--- src/rtl/core/pte_pkg.sv ---
// Shared types, codes and constants of the page table engine.
package pte_pkg;

	// Default number of 4 KiB table frames held in the table memory.
	localparam int unsigned TABLE_FRAMES_DEF = 64;
	localparam int unsigned ENTRIES   = 512;
	localparam int unsigned IDX_W     = 9;
	localparam int unsigned OFS_W     = 12;
	localparam int unsigned VA_W      = 48;
	localparam int unsigned DATA_W    = 64;
	localparam int unsigned LVL_W     = 2;

	typedef enum logic [1:0] {
		OP_MAP    = 2'd0,
		OP_UNMAP  = 2'd1,
		OP_LOOKUP = 2'd2,
		OP_BAD    = 2'd3
	} op_t;

	typedef enum logic [1:0] {
		STS_DONE    = 2'd0,
		STS_ABSENT  = 2'd1,
		STS_NOFRAME = 2'd2
	} status_t;

	localparam logic [LVL_W-1:0] LVL_LEAF = 2'd3;

	typedef enum logic [2:0] {
		ST_INIT,
		ST_IDLE,
		ST_READ,
		ST_EVAL,
		ST_CLEAR,
		ST_FINISH
	} state_t;

	// Commands from the controller to the datapath.
	typedef struct packed {
		logic    idle;
		logic    link;
		logic    follow;
		logic    clr;
		logic    root;
		logic    leaf_wr;
		logic    set_st;
		status_t st;
		logic    xlat_ld;
		logic    fin;
	} cmd_t;

	// Status from the datapath to the controller.
	typedef struct packed {
		logic in_valid;
		op_t  op;
		logic lvl_leaf;
		logic present;
		logic link_ok;
		logic full;
		logic sweep_last;
		logic out_busy;
	} sts_t;

endpackage

--- src/rtl/core/pte_ctrl.sv ---
// Controller state machine of the page table engine.
module pte_ctrl (
	input  logic          clk,
	input  logic          arst_n,
	input  pte_pkg::sts_t sts,
	output pte_pkg::cmd_t cmd
);
	import pte_pkg::*;

	state_t state_q;
	state_t state_d;

	// State register.
	always_ff @(posedge clk or negedge arst_n) begin
		if (!arst_n) begin
			state_q <= ST_INIT;
		end else begin
			state_q <= state_d;
		end
	end

	// Next state and commands.
	always_comb begin
		state_d = state_q;
		cmd     = '0;
		cmd.st  = STS_DONE;
		unique case (state_q)
			ST_INIT: begin
				cmd.clr  = 1'b1;
				cmd.root = 1'b1;
				if (sts.sweep_last) begin
					state_d = ST_IDLE;
				end
			end
			ST_IDLE: begin
				cmd.idle = 1'b1;
				if (sts.in_valid) begin
					state_d = ST_READ;
				end
			end
			ST_READ: begin
				priority if (sts.op == OP_BAD) begin
					cmd.set_st = 1'b1;
					cmd.st     = STS_ABSENT;
					state_d    = ST_FINISH;
				end else if (sts.lvl_leaf && sts.op != OP_LOOKUP) begin
					cmd.leaf_wr = 1'b1;
					state_d     = ST_FINISH;
				end else begin
					state_d = ST_EVAL;
				end
			end
			ST_EVAL: begin
				priority if (sts.lvl_leaf) begin
					if (sts.present) begin
						cmd.xlat_ld = 1'b1;
					end else begin
						cmd.set_st = 1'b1;
						cmd.st     = STS_ABSENT;
					end
					state_d = ST_FINISH;
				end else if (!sts.present && sts.op == OP_MAP && !sts.full) begin
					cmd.link = 1'b1;
					state_d  = ST_CLEAR;
				end else if (!sts.present && sts.op == OP_MAP) begin
					cmd.set_st = 1'b1;
					cmd.st     = STS_NOFRAME;
					state_d    = ST_FINISH;
				end else if (!sts.present || !sts.link_ok) begin
					cmd.set_st = 1'b1;
					cmd.st     = STS_ABSENT;
					state_d    = ST_FINISH;
				end else begin
					cmd.follow = 1'b1;
					state_d    = ST_READ;
				end
			end
			ST_CLEAR: begin
				cmd.clr = 1'b1;
				if (sts.sweep_last) begin
					state_d = ST_READ;
				end
			end
			ST_FINISH: begin
				if (!sts.out_busy) begin
					cmd.fin = 1'b1;
					state_d = ST_IDLE;
				end
			end
			default: begin
				state_d = ST_IDLE;
			end
		endcase
	end
endmodule

--- config.mk ---
export PLATFORM = sky130hd
export DESIGN_NAME = pte_ctrl
export DESIGN_NICKNAME = d
export VERILOG_FILES = /design/src/rtl/core/pte_pkg.sv /design/src/rtl/core/pte_ctrl.sv
export SDC_FILE = /design/constraint.sdc
export NUM_CORES = 1
export LEC_CHECK = 0
export ABC_AREA = 1
export BUFFER_PORTS_ARGS = -buffer_cell sky130_fd_sc_hd__buf_2
export CAP_MARGIN = 10
export CORE_AREA = 2 2 39 41
export CTS_CLUSTER_SIZE = 16
export DETAILED_ROUTE_END_ITERATION = 12
export DIE_AREA = 0 0 41 43
export PLACE_DENSITY = 0.55
export REMOVE_ABC_BUFFERS = 1
export SLEW_MARGIN = 20
export SYNTH_ARGS = -nofsm -noshare
export SYNTH_HDL_FRONTEND = slang
export SYNTH_SLANG_ARGS = --single-unit
--- constraint.sdc ---
create_clock -name clk -period 1.55 [get_ports clk]
set_clock_uncertainty 0.2 [all_clocks]
set_input_delay 0.155 -clock clk [delete_from_list [all_inputs] [get_ports clk]]
set_output_delay 0.155 -clock clk [all_outputs]
set_load 0.05 [all_outputs]
==> results of run 1 <==
cells by family (layout without fill, tap and decap cells):
| family | Yosys count | in the layout | synth area share |
|---|---|---|---|
| AND/OR/NAND/NOR | 42 | 42 | 0.604 |
| AO/OA/AOI/OAI | 3 | 3 | 0.0549 |
| buffers and inverters | 9 | 48 | 0.106 |
| flip-flops | 3 | 3 | 0.235 |
path summary, 6_finish.rpt:
path | to | slack, ns | cells past startpoint
min reg2reg | state_q[2] | 0.50 | 3
max reg2reg | state_q[1] | 0.06 | 6
min in group clk | state_q[2] | 0.08 | 4
max | cmd[8] | -0.19 | 5
max in group asynchronous | state_q[1] | 0.98 | 2
min | state_q[1] | 0.05 | 2
cell usage in the layout, fill, tap and decap left out:
cell type      count
nand3b_1           1
clkbuf_4           3
nand4_1            2
buf_4             13
inv_2              3
buf_2             10
nand3_4            2
nor3_4             4
nand3_2            1
nand2_1           15
nor2_4             2
dfrtp_2            1
or2_4              1
buf_6             10
o21ai_0            2
dfrtp_1            2
dlygate4sd3_1      1
nor2_1             8
inv_4              1
nor3_1             1
nand3_1            3
buf_8              1
o21a_1             1
nor2_2             1
inv_1              5
nor4_2             1
clkbuf_1           1
per-layer routing:
layer / part of all wire / up-vias
li1: - / 262
met1: 0.42 / 232
met2: 0.56 / 12
met3: 0.018 / 0
met4: 0 / 0
met5: 0 / -
worst reg2reg max path, stage by stage, from the launching register on:
cell     delay, ns
dfrtp_1       0.38
inv_2         0.10
nand3_4       0.11
buf_4         0.17
nor3_4        0.22
buf_4         0.14
o21a_1        0.12
metrics by stage:
step,total power [mW],cells
floorplan,0.663,57
global placement,0.927,103
detailed placement,0.927,103
CTS,1.26,109
global route,1.50,112
finish,1.40,112
power by group:
| part | leakage [nW] | internal (mW) | switching, mW |
|---|---|---|---|
| combinational | 0.346 | 0.455 | 0.650 |
| clock | 0.0150 | 0.0963 | 0.0384 |
| sequential | 0.0354 | 0.117 | 0.0409 |
what timing repair did:
item | in CTS | in global routing
pin swaps | 4 | 5
setup endpoints to repair | 11 | 12
buffers inserted | 1 | 5
gates resized for setup | 31 | 16
hold buffers | 1 | 0
endpoints found under the hold margin | 3 | 0
final cells by class:
class	instances	area, um^2	area share
inverter	9	36.3	0.0485
timing repair buffer	35	285	0.381
clock buffer	4	26.3	0.0351
multi-input combinational	45	304	0.406
tap	16	20.0	0.0268
sequential	3	76.3	0.102
==> out/metrics.csv, run 1 <==
stage;metric;value;unit
status;status;finished, violations left;
status;violations;negative setup slack;
grt;antenna_found_initial;0;
sta;tns;-0.862;ns
setup_path;crit_chain;inv_2 > nand3_4 > buf_4 > nor3_4 > buf_6;
sta;setup_violations;7;
finish;largest_reg_flops;3;
drt;postRouteWirelength;1.19;mm
grt;grt_max_degree;6;
sta;fin_crit_sh;1.12;
synthesis;post_synth_inst_count;57;
sta;final-max-slew-violation-count;0;
setup_path;cp.arrival;1.39;ns
setup_path;worstSetupPathType;flop to output port;
synthesis;synth_top_cell_area_share;0.235;
die;initial_core_util;0.231;
clock_tree;tritoncts;built;
placement;dpl.hpwl;794;um
sta;relSlewSlack;0.816;
setup_path;crit_start;state_q[2];
run;max_cap_viols;0;
drt;num_vias;506;
sta;final-hold-violation-count;0;
synthesis;seq_area_frac_synth;0.235;
finish;max_flop_register;state_q;
setup_path;endpoint_type_of_the_worst_setup_path;output port;
synthesis;number_of_synthesized_flops_with_an_enable_pin;0;
setup_path;worst_path_cell_with_the_longest_stage_delay;dfrtp_1;
finish;area_delta_synth_final;135;%
finish;finish.net_count;108;
worst_hold_path;min-delay-path-class;input port to asynchronous set/reset pin;
sta;rsz0062_at_grt;yes;
finish;drive_gt1_frac;0.563;
synthesis;synth_top_cells_by_area;dfrtp_1 (24%), nand2_1 (18%), nor2_1 (12%), inv_1 (11%), nand3_1 (7.8%);
die;pin_count;22;
finish;layout_top_registers;state_q (3);
placement;placement.setup.worst_slack;-0.0656;ns
power_and_ir_drop;leakage;0.396;nW
clock_tree;cts-buffers-inserted;3;
synthesis;yosysWarningCount;0;
placement;detailed_place.area;512;um^2
power_and_ir_drop;power.ir.vdd_worst;871;uV
finish;post-route-cell-area;748;um^2
clock_tree;clock_tree.root_cell;clkbuf_4;
drt;drtIter0Drc;10;
drt;antenna_violating_nets_post_route;0;
clock_tree;clkLatencyLatePin;0.23;ns
setup_path;worstPathRequired;1.19;ns
synthesis;synth_flop_cell;dfrtp_1;
grt;global_route.usage.met2;0.206;
synthesis;library_cell_occupying_the_most_area_in_the_post_synthesis_netlist;dfrtp_1;
drt;drt-pass1-iter-count;4;
synthesis;yosys-top-cells-count;nand2_1 (15), nor2_1 (10), inv_1 (9);
die;die_area;1760;um^2
setup_path;timing.critical_path.buf_inv;3;
die;floorplan.die.height;43;um
synthesis;post-synth-top-count-cell;nand2_1;
die;dieWidth;41;um
placement;io_buffer_count;21;
setup_path;critical_path.startpoint_type;flop;
clock_tree;clock-sinks;3;
placement;weighted_congestion_reported_at_the_end_of_routability_driven_placement;0.799;
finish;n_antenna_cell;0;
power_and_ir_drop;power_density;1870;nW/um^2
clock_tree;cts.htree.levels;1;
clock_tree;cts.clk_slew.worst_paths;0.04;ns
grt;grt_first_pass_wirelength;1.56;mm
die;rows;14;
grt;grt_use_met1;0.158;
finish;fillerInstances;128;
synthesis;ys_seq_elements;3;
die;core_region;1380;um^2
sta;max_clock_freq;574;MHz
grt;globalRouteTotalUtil;0.128;
setup_path;cp_max_fo;5;
clock_tree;clock_tree.buffer_depth;2;
sta;postLayoutSetupSlackWorst;-0.193;ns
synthesis;synth-async-reset-ratio;1.00;
sta;finalHoldWorstSlack;0.0516;ns
drt;avgViaCountPerCell;4.52;
synthesis;syn_avg_cell_area;5.60;um^2
grt;globalRouteMet3Util;0;
grt;via_count_of_the_first_global_routing_pass;429;
grt;global_route_layer_with_the_greatest_usage;met2;
setup_path;path_delay_family;buffers and inverters;
grt;grt.overflow.total;0;
setup_path;critical_register_to_register_path_startpoint;state_q[2];
finish;final_core_util;0.541;
synthesis;total_standard_cell_area_after_synthesis;319;um^2
sta;fin_crit;1.74;ns
sta;worst-slew-pin-transition;0.275;ns
drt;remaining_drc_errors;0;
setup_path;cp_peak_stage_delay;0.38;ns
drt;post_drt_wl_per_cell;10.6;um
synthesis;netlist-cell-type-count;14;
(Power assumes the default switching activity.)
==> run 2: changes to the inputs <==
--- a/config.mk
+++ b/config.mk
@@ -5,14 +5,13 @@
 export SDC_FILE = /design/constraint.sdc
 export NUM_CORES = 1
 export LEC_CHECK = 0
-export ABC_AREA = 1
 export BUFFER_PORTS_ARGS = -buffer_cell sky130_fd_sc_hd__buf_2
 export CAP_MARGIN = 10
 export CORE_AREA = 2 2 39 41
 export CTS_CLUSTER_SIZE = 16
 export DETAILED_ROUTE_END_ITERATION = 12
 export DIE_AREA = 0 0 41 43
-export PLACE_DENSITY = 0.55
+export PLACE_DENSITY = 0.6
 export REMOVE_ABC_BUFFERS = 1
 export SLEW_MARGIN = 20
 export SYNTH_ARGS = -nofsm -noshare
==> constraint.sdc (replaced) <==
create_clock -name clk -period 1.4 [get_ports clk]
set_clock_uncertainty 0.2 [all_clocks]
set_input_delay 0.14 -clock clk [delete_from_list [all_inputs] [get_ports clk]]
set_output_delay 0.14 -clock clk [all_outputs]
set_load 0.05 [all_outputs]
==> run 2 against run 1 <==
Against the previous run: global-route usage rose by 0.23 points; sequential power rose by 3%; first-iteration DRC count shrank 80%; setup slack worse by 0.029 ns; the run still ends with negative setup slack left; critical path type unchanged; critical endpoint is now cmd[4]; hold slack got worse by 0.024 ns; cell count fell by 15%; design area down 1.3%; total power up 4.7%.
==> out/metrics.csv, run 2 <==
stage;metric;value;unit;change
synthesis;yosys-top-cells-count;nor2b_1 (5), nand2_1 (4), dfrtp_1 (3), nor2_1 (3), nor3_1 (3);;
drt;post_drt_wl_per_cell;11.5;um;+8.0%
sta;relSlewSlack;0.735;;-0.0808
synthesis;yosys.area_share.simple;0.466;;-0.138
status;status;finished, violations left;;
die;rows;14;;unchanged
placement;io_buffer_count;21;;unchanged
setup_path;cp_max_fo;5;;unchanged
synthesis;synth_top_cells_by_area;dfrtp_1 (21%), nor2b_1 (8.9%), and4b_1 (5.7%), nor3_1 (4.3%), nand2_1 (4.3%);;
finish;largest_reg_flops;3;;unchanged
die;dieWidth;41;um;unchanged
grt;via_count_of_the_first_global_routing_pass;414;;-3.5%
sta;fin_crit;1.62;ns;
synthesis;seq_area_frac_synth;0.214;;-0.0218
power_and_ir_drop;leakage;0.331;nW;-16%
die;die_area;1760;um^2;unchanged
setup_path;cp_peak_stage_delay;0.37;ns;about the same
synthesis;synth-async-reset-ratio;1.00;;unchanged
die;floorplan.die.height;43;um;unchanged
finish;most-common-layout-cells;buf_6 (13), buf_2 (10), buf_4 (8);;
clock_tree;clock_tree.root_cell;clkbuf_4;;
sta;rsz0062_at_grt;yes;;
placement;dpl.hpwl;800;um;+0.76%
synthesis;library_cell_occupying_the_most_area_in_the_post_synthesis_netlist;dfrtp_1;;
synthesis;synth_mux_area_frac;0.0320;;+0.0320
drt;avgViaCountPerCell;5.07;;+12%
grt;grt_first_pass_wirelength;1.56;mm;unchanged
worst_hold_path;min-delay-path-class;input port to asynchronous set/reset pin;;
setup_path;worstPathRequired;1.06;ns;-0.13 ns
finish;layout_top_registers;state_q (3);;
synthesis;total_standard_cell_area_after_synthesis;352;um^2;+10%
sta;final-max-slew-violation-count;0;;unchanged
finish;drive_gt1_frac;0.684;;+0.121
setup_path;ff2ff_setup_slack;0.01;ns;-0.05 ns
finish;n_antenna_cell;0;;unchanged
synthesis;synth_top_cell_area_share;0.214;;-0.0218
synthesis;post_synth_inst_count;44;;-23%
synthesis;combinational_family_with_the_most_area_after_synthesis;simple AND/OR/NAND/NOR gates;;
clock_tree;cts-buffers-inserted;3;;unchanged
sta;setup_violations;11;;+4
setup_path;worst_path_cell_with_the_longest_stage_delay;dfrtp_1;;
grt;grt_max_degree;12;;+6
synthesis;yosysWarningCount;0;;unchanged
synthesis;netlist-cell-type-count;27;;+13
synthesis;post-synth-top-count-cell;nor2b_1;;
die;initial_core_util;0.254;;+0.0235
setup_path;critical_path.startpoint_type;flop;;
drt;postRouteWirelength;1.09;mm;-8.4%
finish;max_flop_register;state_q;;
power_and_ir_drop;design_power_total;1.46;mW;+4.7%
sta;final-hold-violation-count;0;;unchanged
clock_tree;clock_tree.buffer_depth;2;;unchanged
drt;antenna_violating_nets_post_route;0;;unchanged
sta;max_clock_freq;617;MHz;
die;pin_count;22;;unchanged
synthesis;number_of_synthesized_flops_with_an_enable_pin;0;;unchanged
setup_path;critical_register_to_register_path_startpoint;state_q[2];;
setup_path;endpoint_type_of_the_worst_setup_path;output port;;
grt;antenna_found_initial;0;;unchanged
clock_tree;clock-sinks;3;;unchanged
synthesis;ys_seq_elements;3;;unchanged
drt;drt-pass1-iter-count;4;;unchanged
clock_tree;clkLatencyLatePin;0.23;ns;about the same
power_and_ir_drop;power.ir.vdd_worst;904;uV;+3.7%
synthesis;syn_avg_cell_area;7.99;um^2;+43%
drt;drtIter0Drc;2;;-8
sta;tns;-1.79;ns;-0.926 ns
finish;final_core_util;0.533;;-0.00723
die;core_region;1380;um^2;unchanged
synthesis;synth_flop_cell;dfrtp_1;;
status;violations;negative setup slack;;
setup_path;crit_chain;and3b_2 > nand2_2 > o21ai_2 > buf_6;;
placement;detailed_place.area;531;um^2;+3.7%
finish;post-route-cell-area;738;um^2;-1.3%
setup_path;crit_start;state_q[2];;
clock_tree;cts.htree.levels;1;;unchanged
drt;remaining_drc_errors;0;;unchanged
grt;grt.overflow.total;0;;unchanged
grt;globalRouteTotalUtil;0.130;;+0.00227
power_and_ir_drop;power_density;1980;nW/um^2;+6.2%
synthesis;synth_compound_gate_area_share;0.228;;+0.173
run;max_cap_viols;0;;unchanged
drt;num_vias;482;;-4.7%
placement;weighted_congestion_reported_at_the_end_of_routability_driven_placement;0.713;;-11%
synthesis;yosys.area_share.adder;0;;unchanged
setup_path;worstSetupPathType;flop to output port;;
finish;area_delta_synth_final;110;%;
clock_tree;tritoncts;built;;
finish;most_common_library_cell_in_the_layout_ignoring_fill_and_taps;buf_6;;
clock_tree;cts.clk_slew.worst_paths;0.04;ns;about the same
sta;worst-slew-pin-transition;0.394;ns;+0.119 ns
sta;postLayoutSetupSlackWorst;-0.222;ns;-0.0291 ns
setup_path;cp.arrival;1.28;ns;-0.11 ns
sta;fin_crit_sh;1.16;;
finish;finish.net_count;91;;-16%
synthesis;yosys.area_share.xor_xnor;0;;unchanged
## run 2: changes by cell type after synthesis, moves of 2 or more
| cell | change |
|---|---|
| and4b_1 | +2 |
| buf_2 | +2 |
| inv_1 | -9 |
| nand2_1 | -11 |
| nand3_1 | -5 |
| nor2_1 | -7 |
| nor2b_1 | +5 |
| nor3_1 | -2 |
| o21ai_1 | +2 |
## run 2: power breakdown
part / switching, mW / internal [mW]
clock network: 0.0422 / 0.107
registers: 0.0321 / 0.129
logic: 0.638 / 0.515
## run 2: cell type report
cell class / instances / area (um^2)
multi-input combinational: 38 / 319
sequential: 3 / 76.3
tap: 16 / 20.0
timing repair buffer: 34 / 297
fill: 137 / 646
clock buffer: 4 / 26.3
## run 2: cell families (layout without fill, tap and decap cells)
logic type,after synthesis,in the layout
AOI/OAI and AO/OA,11,11
and+or+nand+nor,26,26
muxes,1,1
DFF,3,3
buffers and inverters,3,38
## run 2: per-stage QoR
| step | hold WS, ns | worst slack (ns) | cells |
|---|---|---|---|
| final | 0.0277 | -0.222 | 95 |
| after global routing | 0.0437 | -0.314 | 95 |
| after CTS | 0.0161 | -0.210 | 94 |
| after detailed placement | -0.262 | -0.0620 | 88 |
| after global placement | -0.262 | -0.0759 | 88 |
| after floorplan | -0.356 | -0.527 | 41 |
## run 2: path summary, 6_finish.rpt
path                       cells after the start         end
max in group asynchronous                      2  state_q[0]
hold / removal                                 2  state_q[0]
setup reg to reg                               6  state_q[0]
hold reg to reg                                2  state_q[1]
min in group clk                               3  state_q[0]
setup / recovery                               4      cmd[4]
## run 2: repair_timing
item / 4_1_cts / 5_1_grt
hold buffers: 1 / 0
pin swaps: 7 / 3
gates cloned: 0 / 0
endpoints found under the setup margin: 11 / 13
buffers inserted: 1 / 1
resized for setup: 23 / 23
hold endpoints to repair: 3 / 0
## run 2: routing by layer
metal | up-vias | wire (um) | global-route usage
met2 | 18 | 609 | 0.228
met3 | 0 | 67 | 0.0471
met1 | 227 | 416 | 0.123
li1 | 237 | - | -
met5 | - | 0 | 0
met4 | 0 | 0 | 0.0600
## run 2: critical path, delay by kind of cell (launching register included)
| kind | cells | cell delay, ns |
|---|---|---|
| compound gates | 1 | 0.14 |
| buf+inv | 1 | 0.17 |
| flops | 1 | 0.37 |
| simple gates | 2 | 0.37 |
